$ cat src/rtl/tsc_pkg.sv
package tsc_pkg;

	// Default geometry of the converter and the averaging window.
	localparam int ADC_BITS_DEF         = 10;
	localparam int MAX_SAMPLES_LOG2_DEF = 4;

	// Event codes carried on the opcode field.
	localparam logic [1:0] OP_TOUCH_IRQ = 2'd0;
	localparam logic [1:0] OP_CONV_DONE = 2'd1;
	localparam logic [1:0] OP_TIMER     = 2'd2;
	localparam logic [1:0] OP_READ      = 2'd3;

	// Panel modes.
	localparam logic [1:0] MODE_WAIT_DOWN = 2'd0;
	localparam logic [1:0] MODE_WAIT_UP   = 2'd1;
	localparam logic [1:0] MODE_AUTO      = 2'd2;

	// Configuration register indexes and widths.
	localparam int CFG_INDEX_W = 1;
	localparam int CFG_DATA_W  = 3;
	localparam int LOG2_CFG_W  = 3;
	localparam logic [CFG_INDEX_W-1:0] CFG_SAMPLES_LOG2 = 1'd0;
	localparam logic [CFG_INDEX_W-1:0] CFG_HOLD_LAST    = 1'd1;
	localparam logic [LOG2_CFG_W-1:0]  SAMPLES_LOG2_RST = 3'd2;

	// Narrow fields of one result item.
	typedef struct packed {
		logic [1:0] panel_mode;
		logic       start_conversion;
		logic       read_valid;
		logic       read_pressure;
	} result_ctl_t;

endpackage

$ cat src/rtl/tsc_core.sv
module tsc_core #(
	parameter int ADC_BITS         = tsc_pkg::ADC_BITS_DEF,
	parameter int MAX_SAMPLES_LOG2 = tsc_pkg::MAX_SAMPLES_LOG2_DEF
) (
	input  logic                              clk,
	input  logic                              arst_n,
	input  logic                              fire,
	input  logic [1:0]                        opcode,
	input  logic                              pen_up,
	input  logic [ADC_BITS-1:0]               x_sample,
	input  logic [ADC_BITS-1:0]               y_sample,
	input  logic [tsc_pkg::LOG2_CFG_W-1:0]    samples_log2,
	input  logic                              hold_last,
	output tsc_pkg::result_ctl_t              res_ctl,
	output logic [ADC_BITS-1:0]               res_x,
	output logic [ADC_BITS-1:0]               res_y
);
	import tsc_pkg::*;

	localparam int CNT_W = MAX_SAMPLES_LOG2 + 1;
	localparam int SUM_W = ADC_BITS + MAX_SAMPLES_LOG2;
	localparam int K_W   = $clog2(MAX_SAMPLES_LOG2 + 1);
	localparam logic [LOG2_CFG_W-1:0] MAX_K = LOG2_CFG_W'(MAX_SAMPLES_LOG2);

	// Architectural state.
	logic [1:0]          mode_q, mode_d;
	logic                resample_q, resample_d;
	logic [CNT_W-1:0]    count_q, count_d;
	logic [SUM_W-1:0]    sum_x_q, sum_x_d, sum_y_q, sum_y_d;
	logic                mb_full_q, mb_full_d;
	logic [ADC_BITS-1:0] mb_x_q, mb_x_d, mb_y_q, mb_y_d;
	logic                mb_p_q, mb_p_d;
	logic [ADC_BITS-1:0] last_x_q, last_x_d, last_y_q, last_y_d;

	// Datapath for one conversion.
	logic [K_W-1:0]      k;
	logic [SUM_W-1:0]    sum_x_add, sum_y_add, avg_x, avg_y;
	logic [CNT_W-1:0]    count_inc, target;
	logic                batch_done;
	logic [ADC_BITS-1:0] avg_x_sat, avg_y_sat;

	// Report posting and read selection.
	logic                post;
	logic [ADC_BITS-1:0] post_x, post_y;
	logic                post_p;
	logic                use_last;
	logic                mb_load;

	// A window larger than supported acts as the largest one.
	assign k = (samples_log2 > MAX_K) ? K_W'(MAX_SAMPLES_LOG2) : K_W'(samples_log2);

	assign sum_x_add  = sum_x_q + SUM_W'(x_sample);
	assign sum_y_add  = sum_y_q + SUM_W'(y_sample);
	assign count_inc  = count_q + CNT_W'(1);
	assign target     = CNT_W'(1) << k;
	assign batch_done = (count_inc >= target);
	assign avg_x      = sum_x_add >> k;
	assign avg_y      = sum_y_add >> k;

	// The average saturates when the window was narrowed during a batch.
	assign avg_x_sat = (|avg_x[SUM_W-1:ADC_BITS]) ? {ADC_BITS{1'b1}} : avg_x[ADC_BITS-1:0];
	assign avg_y_sat = (|avg_y[SUM_W-1:ADC_BITS]) ? {ADC_BITS{1'b1}} : avg_y[ADC_BITS-1:0];

	assign use_last = hold_last && ((mb_x_q == '0) || (mb_y_q == '0));

	// Event decode and next state.
	always_comb begin
		mode_d     = mode_q;
		resample_d = resample_q;
		count_d    = count_q;
		sum_x_d    = sum_x_q;
		sum_y_d    = sum_y_q;
		mb_full_d  = mb_full_q;
		last_x_d   = last_x_q;
		last_y_d   = last_y_q;
		post       = 1'b0;
		post_x     = '0;
		post_y     = '0;
		post_p     = 1'b0;
		res_ctl    = '0;
		res_x      = '0;
		res_y      = '0;
		case (opcode)
			OP_TOUCH_IRQ: begin
				if (pen_up) begin
					mode_d = MODE_WAIT_DOWN;
					post   = 1'b1;
				end else begin
					mode_d                   = MODE_AUTO;
					res_ctl.start_conversion = 1'b1;
				end
			end
			OP_CONV_DONE: begin
				if (pen_up) begin
					count_d    = '0;
					sum_x_d    = '0;
					sum_y_d    = '0;
					resample_d = 1'b0;
					mode_d     = MODE_WAIT_DOWN;
					post       = 1'b1;
				end else if (batch_done) begin
					post       = 1'b1;
					post_x     = avg_x_sat;
					post_y     = avg_y_sat;
					post_p     = 1'b1;
					count_d    = '0;
					sum_x_d    = '0;
					sum_y_d    = '0;
					mode_d     = MODE_WAIT_UP;
					resample_d = 1'b1;
				end else begin
					count_d                  = count_inc;
					sum_x_d                  = sum_x_add;
					sum_y_d                  = sum_y_add;
					mode_d                   = MODE_AUTO;
					res_ctl.start_conversion = 1'b1;
				end
			end
			OP_TIMER: begin
				if (resample_q && (mode_q != MODE_AUTO)) begin
					if (!pen_up) begin
						mode_d                   = MODE_AUTO;
						res_ctl.start_conversion = 1'b1;
					end else begin
						resample_d = 1'b0;
						mode_d     = MODE_WAIT_DOWN;
						post       = 1'b1;
					end
				end
			end
			OP_READ: begin
				if (mb_full_q) begin
					mb_full_d          = 1'b0;
					res_ctl.read_valid = 1'b1;
					if (use_last) begin
						res_x = last_x_q;
						res_y = last_y_q;
					end else begin
						res_x                 = mb_x_q;
						res_y                 = mb_y_q;
						res_ctl.read_pressure = mb_p_q;
					end
					last_x_d = res_x;
					last_y_d = res_y;
				end
			end
			default: begin
				mode_d = mode_q;
			end
		endcase
		res_ctl.panel_mode = mode_d;
	end

	// A report is dropped while the mailbox still holds one.
	assign mb_load = post && !mb_full_q;

	always_comb begin
		mb_x_d = mb_x_q;
		mb_y_d = mb_y_q;
		mb_p_d = mb_p_q;
		if (mb_load) begin
			mb_x_d = post_x;
			mb_y_d = post_y;
			mb_p_d = post_p;
		end
	end

	// State registers, updated once per transferred event.
	always_ff @(posedge clk or negedge arst_n) begin
		if (!arst_n) begin
			mode_q     <= MODE_WAIT_DOWN;
			resample_q <= 1'b0;
			count_q    <= '0;
			sum_x_q    <= '0;
			sum_y_q    <= '0;
			mb_full_q  <= 1'b0;
			mb_x_q     <= '0;
			mb_y_q     <= '0;
			mb_p_q     <= 1'b0;
			last_x_q   <= '0;
			last_y_q   <= '0;
		end else if (fire) begin
			mode_q     <= mode_d;
			resample_q <= resample_d;
			count_q    <= count_d;
			sum_x_q    <= sum_x_d;
			sum_y_q    <= sum_y_d;
			last_x_q   <= last_x_d;
			last_y_q   <= last_y_d;
			mb_full_q  <= mb_load ? 1'b1 : mb_full_d;
			mb_x_q     <= mb_x_d;
			mb_y_q     <= mb_y_d;
			mb_p_q     <= mb_p_d;
		end
	end

endmodule

$ cat src/rtl/touchscreen_sample_controller_top.sv
// Resistive touchscreen sequencer. Each input transfer carries one event (touch interrupt,
// conversion done, timer tick or report read) and yields exactly one result transfer with
// the panel mode after the event, a conversion start strobe and, on a read, the mailbox
// report. Conversions are summed until 2^samples_log2 (at most 2^MAX_SAMPLES_LOG2) have
// arrived, then the average is posted with pressure 1; a pen-up posts zeros. The block takes
// one event per clock: an event is held in the input register, then the event logic
// updates the state and loads the result register, from which the result is presented.
// The input stalls only while out_ready is low and both registers are occupied.
// Configuration registers are written through the cfg channel, which is always ready;
// write them only while idle.
module touchscreen_sample_controller_top #(
	parameter int ADC_BITS         = tsc_pkg::ADC_BITS_DEF,
	parameter int MAX_SAMPLES_LOG2 = tsc_pkg::MAX_SAMPLES_LOG2_DEF
) (
	input  logic                             clk,
	input  logic                             arst_n,
	input  logic                             cfg_valid,
	output logic                             cfg_ready,
	input  logic [tsc_pkg::CFG_INDEX_W-1:0]  cfg_index,
	input  logic [tsc_pkg::CFG_DATA_W-1:0]   cfg_data,
	input  logic                             in_valid,
	output logic                             in_ready,
	input  logic [1:0]                       opcode,
	input  logic                             pen_up,
	input  logic [ADC_BITS-1:0]              x_sample,
	input  logic [ADC_BITS-1:0]              y_sample,
	output logic                             out_valid,
	input  logic                             out_ready,
	output logic [1:0]                       panel_mode,
	output logic                             start_conversion,
	output logic                             read_valid,
	output logic [ADC_BITS-1:0]              read_x,
	output logic [ADC_BITS-1:0]              read_y,
	output logic                             read_pressure
);
	import tsc_pkg::*;

	logic [LOG2_CFG_W-1:0] samples_log2_q;
	logic                  hold_last_q;

	logic                  valid_s1;
	logic [1:0]            opcode_s1;
	logic                  pen_up_s1;
	logic [ADC_BITS-1:0]   x_sample_s1, y_sample_s1;

	logic                  valid_s2;
	result_ctl_t           ctl_s2;
	logic [ADC_BITS-1:0]   x_s2, y_s2;

	result_ctl_t           res_ctl;
	logic [ADC_BITS-1:0]   res_x, res_y;
	logic                  advance, fire;

	// Configuration registers.
	assign cfg_ready = 1'b1;

	always_ff @(posedge clk or negedge arst_n) begin
		if (!arst_n) begin
			samples_log2_q <= SAMPLES_LOG2_RST;
			hold_last_q    <= 1'b0;
		end else if (cfg_valid) begin
			case (cfg_index)
				CFG_SAMPLES_LOG2: samples_log2_q <= cfg_data[LOG2_CFG_W-1:0];
				CFG_HOLD_LAST:    hold_last_q    <= cfg_data[0];
				default:          hold_last_q    <= hold_last_q;
			endcase
		end
	end

	// Flow control: the result register frees when it is empty or being taken.
	assign advance  = !valid_s2 || out_ready;
	assign fire     = valid_s1 && advance;
	assign in_ready = !valid_s1 || advance;

	// Input register.
	always_ff @(posedge clk or negedge arst_n) begin
		if (!arst_n) begin
			valid_s1 <= 1'b0;
		end else if (in_ready) begin
			valid_s1 <= in_valid;
		end
	end

	always_ff @(posedge clk) begin
		if (in_valid && in_ready) begin
			opcode_s1   <= opcode;
			pen_up_s1   <= pen_up;
			x_sample_s1 <= x_sample;
			y_sample_s1 <= y_sample;
		end
	end

	tsc_core #(
		.ADC_BITS         (ADC_BITS),
		.MAX_SAMPLES_LOG2 (MAX_SAMPLES_LOG2)
	) u_core (
		.clk          (clk),
		.arst_n       (arst_n),
		.fire         (fire),
		.opcode       (opcode_s1),
		.pen_up       (pen_up_s1),
		.x_sample     (x_sample_s1),
		.y_sample     (y_sample_s1),
		.samples_log2 (samples_log2_q),
		.hold_last    (hold_last_q),
		.res_ctl      (res_ctl),
		.res_x        (res_x),
		.res_y        (res_y)
	);

	// Result register.
	always_ff @(posedge clk or negedge arst_n) begin
		if (!arst_n) begin
			valid_s2 <= 1'b0;
		end else if (advance) begin
			valid_s2 <= valid_s1;
		end
	end

	always_ff @(posedge clk) begin
		if (fire) begin
			ctl_s2 <= res_ctl;
			x_s2   <= res_x;
			y_s2   <= res_y;
		end
	end

	assign out_valid        = valid_s2;
	assign panel_mode       = ctl_s2.panel_mode;
	assign start_conversion = ctl_s2.start_conversion;
	assign read_valid       = ctl_s2.read_valid;
	assign read_pressure    = ctl_s2.read_pressure;
	assign read_x           = x_s2;
	assign read_y           = y_s2;

endmodule
$ cat config.mk
export PLATFORM = sky130hd
export DESIGN_NAME = touchscreen_sample_controller_top
export DESIGN_NICKNAME = d
export VERILOG_FILES = /design/src/rtl/tsc_pkg.sv /design/src/rtl/tsc_core.sv /design/src/rtl/touchscreen_sample_controller_top.sv
export SDC_FILE = /design/constraint.sdc
export NUM_CORES = 1
export LEC_CHECK = 0
export ABC_AREA = 1
export BUFFER_PORTS_ARGS = -buffer_cell sky130_fd_sc_hd__buf_4
export CORE_ASPECT_RATIO = 0.8
export CORE_MARGIN = 2
export CORE_UTILIZATION = 42
export DETAILED_ROUTE_END_ITERATION = 8
export PLACE_DENSITY = 0.6
export SYNTH_ARGS = -nofsm -noshare
export SYNTH_HDL_FRONTEND = slang
export SYNTH_SLANG_ARGS = --single-unit
$ cat constraint.sdc
create_clock -name clk -period 2.9 [get_ports clk]
set_clock_uncertainty 0.15 [all_clocks]
set_input_delay 0.725 -clock clk [delete_from_list [all_inputs] [get_ports clk]]
set_output_delay 0.725 -clock clk [all_outputs]
set_load 0.05 [all_outputs]
==> metrics.cfg <==
[setup_path]
path_max_fanout = 4
r2r-start = u_core.sum_y_q[0]
critPathRequiredTime_ns = 3.11
arrival_ns = 2.91
startpoint_type = register
critPathLaunch = u_core.sum_y_q[0]
end_kind = register
path_class = reg -> reg

[logic_synthesis]
synth_seq_area_share_pct = 46.22
synth_seq_cells = 132
synth_edf_count = 48
synth_top_area_share_pct = 27.08
synth_top_area_cell = dfrtp_1
synth_cell_types = 44
async_flop_share_pct = 63.64
syn_inst = 1000
synth_area_sq_um = 7670
syn_area_per_cell_sq_um = 7.670
synth_nets = 1060
synth_flop_cell = dfrtp_1
yosysWarnings = 0
synthTopCellsByArea = dfrtp_1 (27%), edfxtp_1 (19%), nand2_1 (16%)

[cts]
cts_root_buf = clkbuf_16
cts.sinks = 132
cts_made_buffers = 17
path_clk_slew_ns = 0.06
insertion_delay_ns = 0.42
htree_levels = 4
ctsHoldBuffers = 0
cts.path.max_buffers = 2
cts_tree = done

[timing]
setup_viol = 0
fmax_mhz = 371.0
fin_setup_tns_ns = 0
fin_crit_ns = 2.696
worst_slew_pin_slew_ns = 0.5752
fin_crit_sh_pct = 92.95
relSlewSlack_pct = 61.61
rsz0062_at_grt = false
hold_violations = 0
drv_slew = 0

[layout]
diodes = 0
syn2layout_area_growth_pct = 18.76
fill_cells = 1756
stdcell_count = 1317
layout-drive-gt1-share_pct = 14.54
nNetsFinal = 1134

[grt]
grt_overflow = 0
grt_pass1_vias = 6388
grt_pass1_wl_um = 31790
grt_max_degree = 41
antenna_found_initial = 0
grtUsageTotal_pct = 20.63

[place]
dp_cells = 1284
dp.final_hpwl_um = 13640
gp_congestion = 0.8602
io_buffers = 58

[routing]
drt_drc_violations_left = 0
wl_per_cell_um = 14.17
vias = 6617
antenna_left = 0
dr.first_iter.drc_count = 572
wl_um = 18670
vias_per_cell = 5.024
dr.pass1.iters = 5

[pwr]
p_per_area_nw_per_um2 = 988.3
p_leak_uw = 0.004497
ir_drop_mv = 0.4657

[floorplan]
die_x_um = 155.1
design.die.area_sq_um = 19370
core_sq_um = 18000
die_y_um = 124.9
io_pins = 60
start_util_pct = 42.60
rows = 44

[status]
status = finished clean

[hold_path]
holdCritPathClass = in -> async

[job]
drv_cap = 0

area by class of cell:
class,count,area (sq um),share of cell area (%)
clock inverter,15,157.7,1.731
clock buffer,17,425.4,4.670
sequential,132,3545,38.91
multi-input combinational,697,3505,38.48
tap,230,287.8,3.159
timing repair buffer,84,655.6,7.198
inverter,142,533.0,5.852
cells by family (layout without fill, tap and decap cells):
kind of cell    count (synthesis)  count (layout)  synth area share, %
compound gates                144             144                10.47
xor+xnor                       17              17                1.941
mux                             3               3               0.3915
simple gates                  504             504                27.55
buf+inv                       171             258                8.613
flops                         132             132                46.22
other cells                     1               1              0.04889
fa+ha+maj                      28              28                4.763
routing by layer:
metal	wire length, um	GRT usage, %	up-vias
li1	-	-	3379
met1	9260	28.89	3107
met2	8609	32.71	122
met3	687	4.593	9
met4	108	4.739	0
met5	0	0	-
through the flow:
step / total power, uW / setup slack (ns) / utilization [%] / area (sq um) / hold slack [ns]
2_1_floorplan: 5716 / 0.2211 / - / 7670 / 0.2794
3_3_place_gp: 6784 / 0.2090 / 47.09 / 8478 / 0.3139
3_5_place_dp: 6814 / 0.1889 / 47.09 / 8478 / 0.3179
4_1_cts: 9006 / 0.1584 / 50.33 / 9061 / 0.05844
5_1_grt: 9780 / 0.008700 / 50.60 / 9109 / 0.06429
6_report: 9002 / 0.2044 / 50.60 / 9109 / 0.05837
critical path: stages (launching register included):
cell and delay, ns:
dfrtp_1 0.36, ha_2 0.21, inv_1 0.07, fa_2 0.41, inv_2 0.09, nand3_1 0.08, nand2_2 0.12, buf_4 0.12
xor2_1 0.28, inv_1 0.15, nand2_1 0.10, nand3_1 0.07, o21ai_0 0.10, nor2_1 0.08, nand4_1 0.12, nand2_1 0.07
nand2_1 0.06
state kept, by name (all words and copies together) (netlist names), 2 cells and up:
signal           flops
opcode_s1            2
u_core.count_q       5
u_core.mode_q        2
u_core.sum_y_q      14
read_y              10
panel_mode           2
u_core.mb_y_q       10
u_core.mb_x_q       10
samples_log2_q       3
y_sample_s1         10
u_core.last_y_q     10
u_core.last_x_q     10
u_core.sum_x_q      14
read_x              10
x_sample_s1         10
cells in the mapped netlist, types with 3 or more instances:
cell type  number
ha_1           26
o21ai_1        21
inv_2           7
o21ai_0        71
xor2_1         11
nand2_1       329
xnor2_1         6
buf_2           9
nor2_1         68
o211ai_1        4
o22ai_1         9
nor3_1          4
nand2_2        13
nor2_4          3
a21oi_1        23
dfrtp_1        83
nand3_1        62
inv_1         134
nand4_1        13
a22o_1          7
mux2i_1         3
clkbuf_1       17
nand3_2         4
edfxtp_1       48
cells in the final DEF, fill, tap and decap left out, drive strengths merged, types with 3 or more instances in the layout:
| cell type | n |
|---|---|
| nor2 | 73 |
| o21ai | 93 |
| a21oi | 23 |
| dfrtp | 83 |
| xnor2 | 6 |
| nor3 | 5 |
| buf | 84 |
| clkbuf | 17 |
| clkinv | 9 |
| nand2 | 342 |
| nand3 | 66 |
| o22ai | 9 |
| edfxtp | 48 |
| nand4 | 13 |
| o211ai | 4 |
| a22o | 7 |
| inv | 144 |
| ha | 26 |
| xor2 | 11 |
| mux2i | 3 |
final timing paths:
check / to / slack [ns] / cells after the start
worst max-delay path: u_core.mb_y_q[2] / 0.20 / 16
worst min-delay path: u_core.sum_y_q[6] / 0.06 / 1
worst max register to register: u_core.mb_y_q[2] / 0.20 / 16
worst min register to register: u_core.resample_q / 0.34 / 2
max in group asynchronous: samples_log2_q[1] / 1.81 / 2
min in group clk: x_sample_s1[5] / 0.32 / 1
repair_timing:
item	in CTS	in global routing
endpoints found under the setup margin	0	21
gates resized for setup	0	10
setup buffers	0	1
power by group:
part | switching (uW) | internal [uW]
clock | 879 | 1270
combinational | 2660 | 1390
sequential | 326 | 2470
total | 3870 | 5140
(Power assumes the default switching activity.)
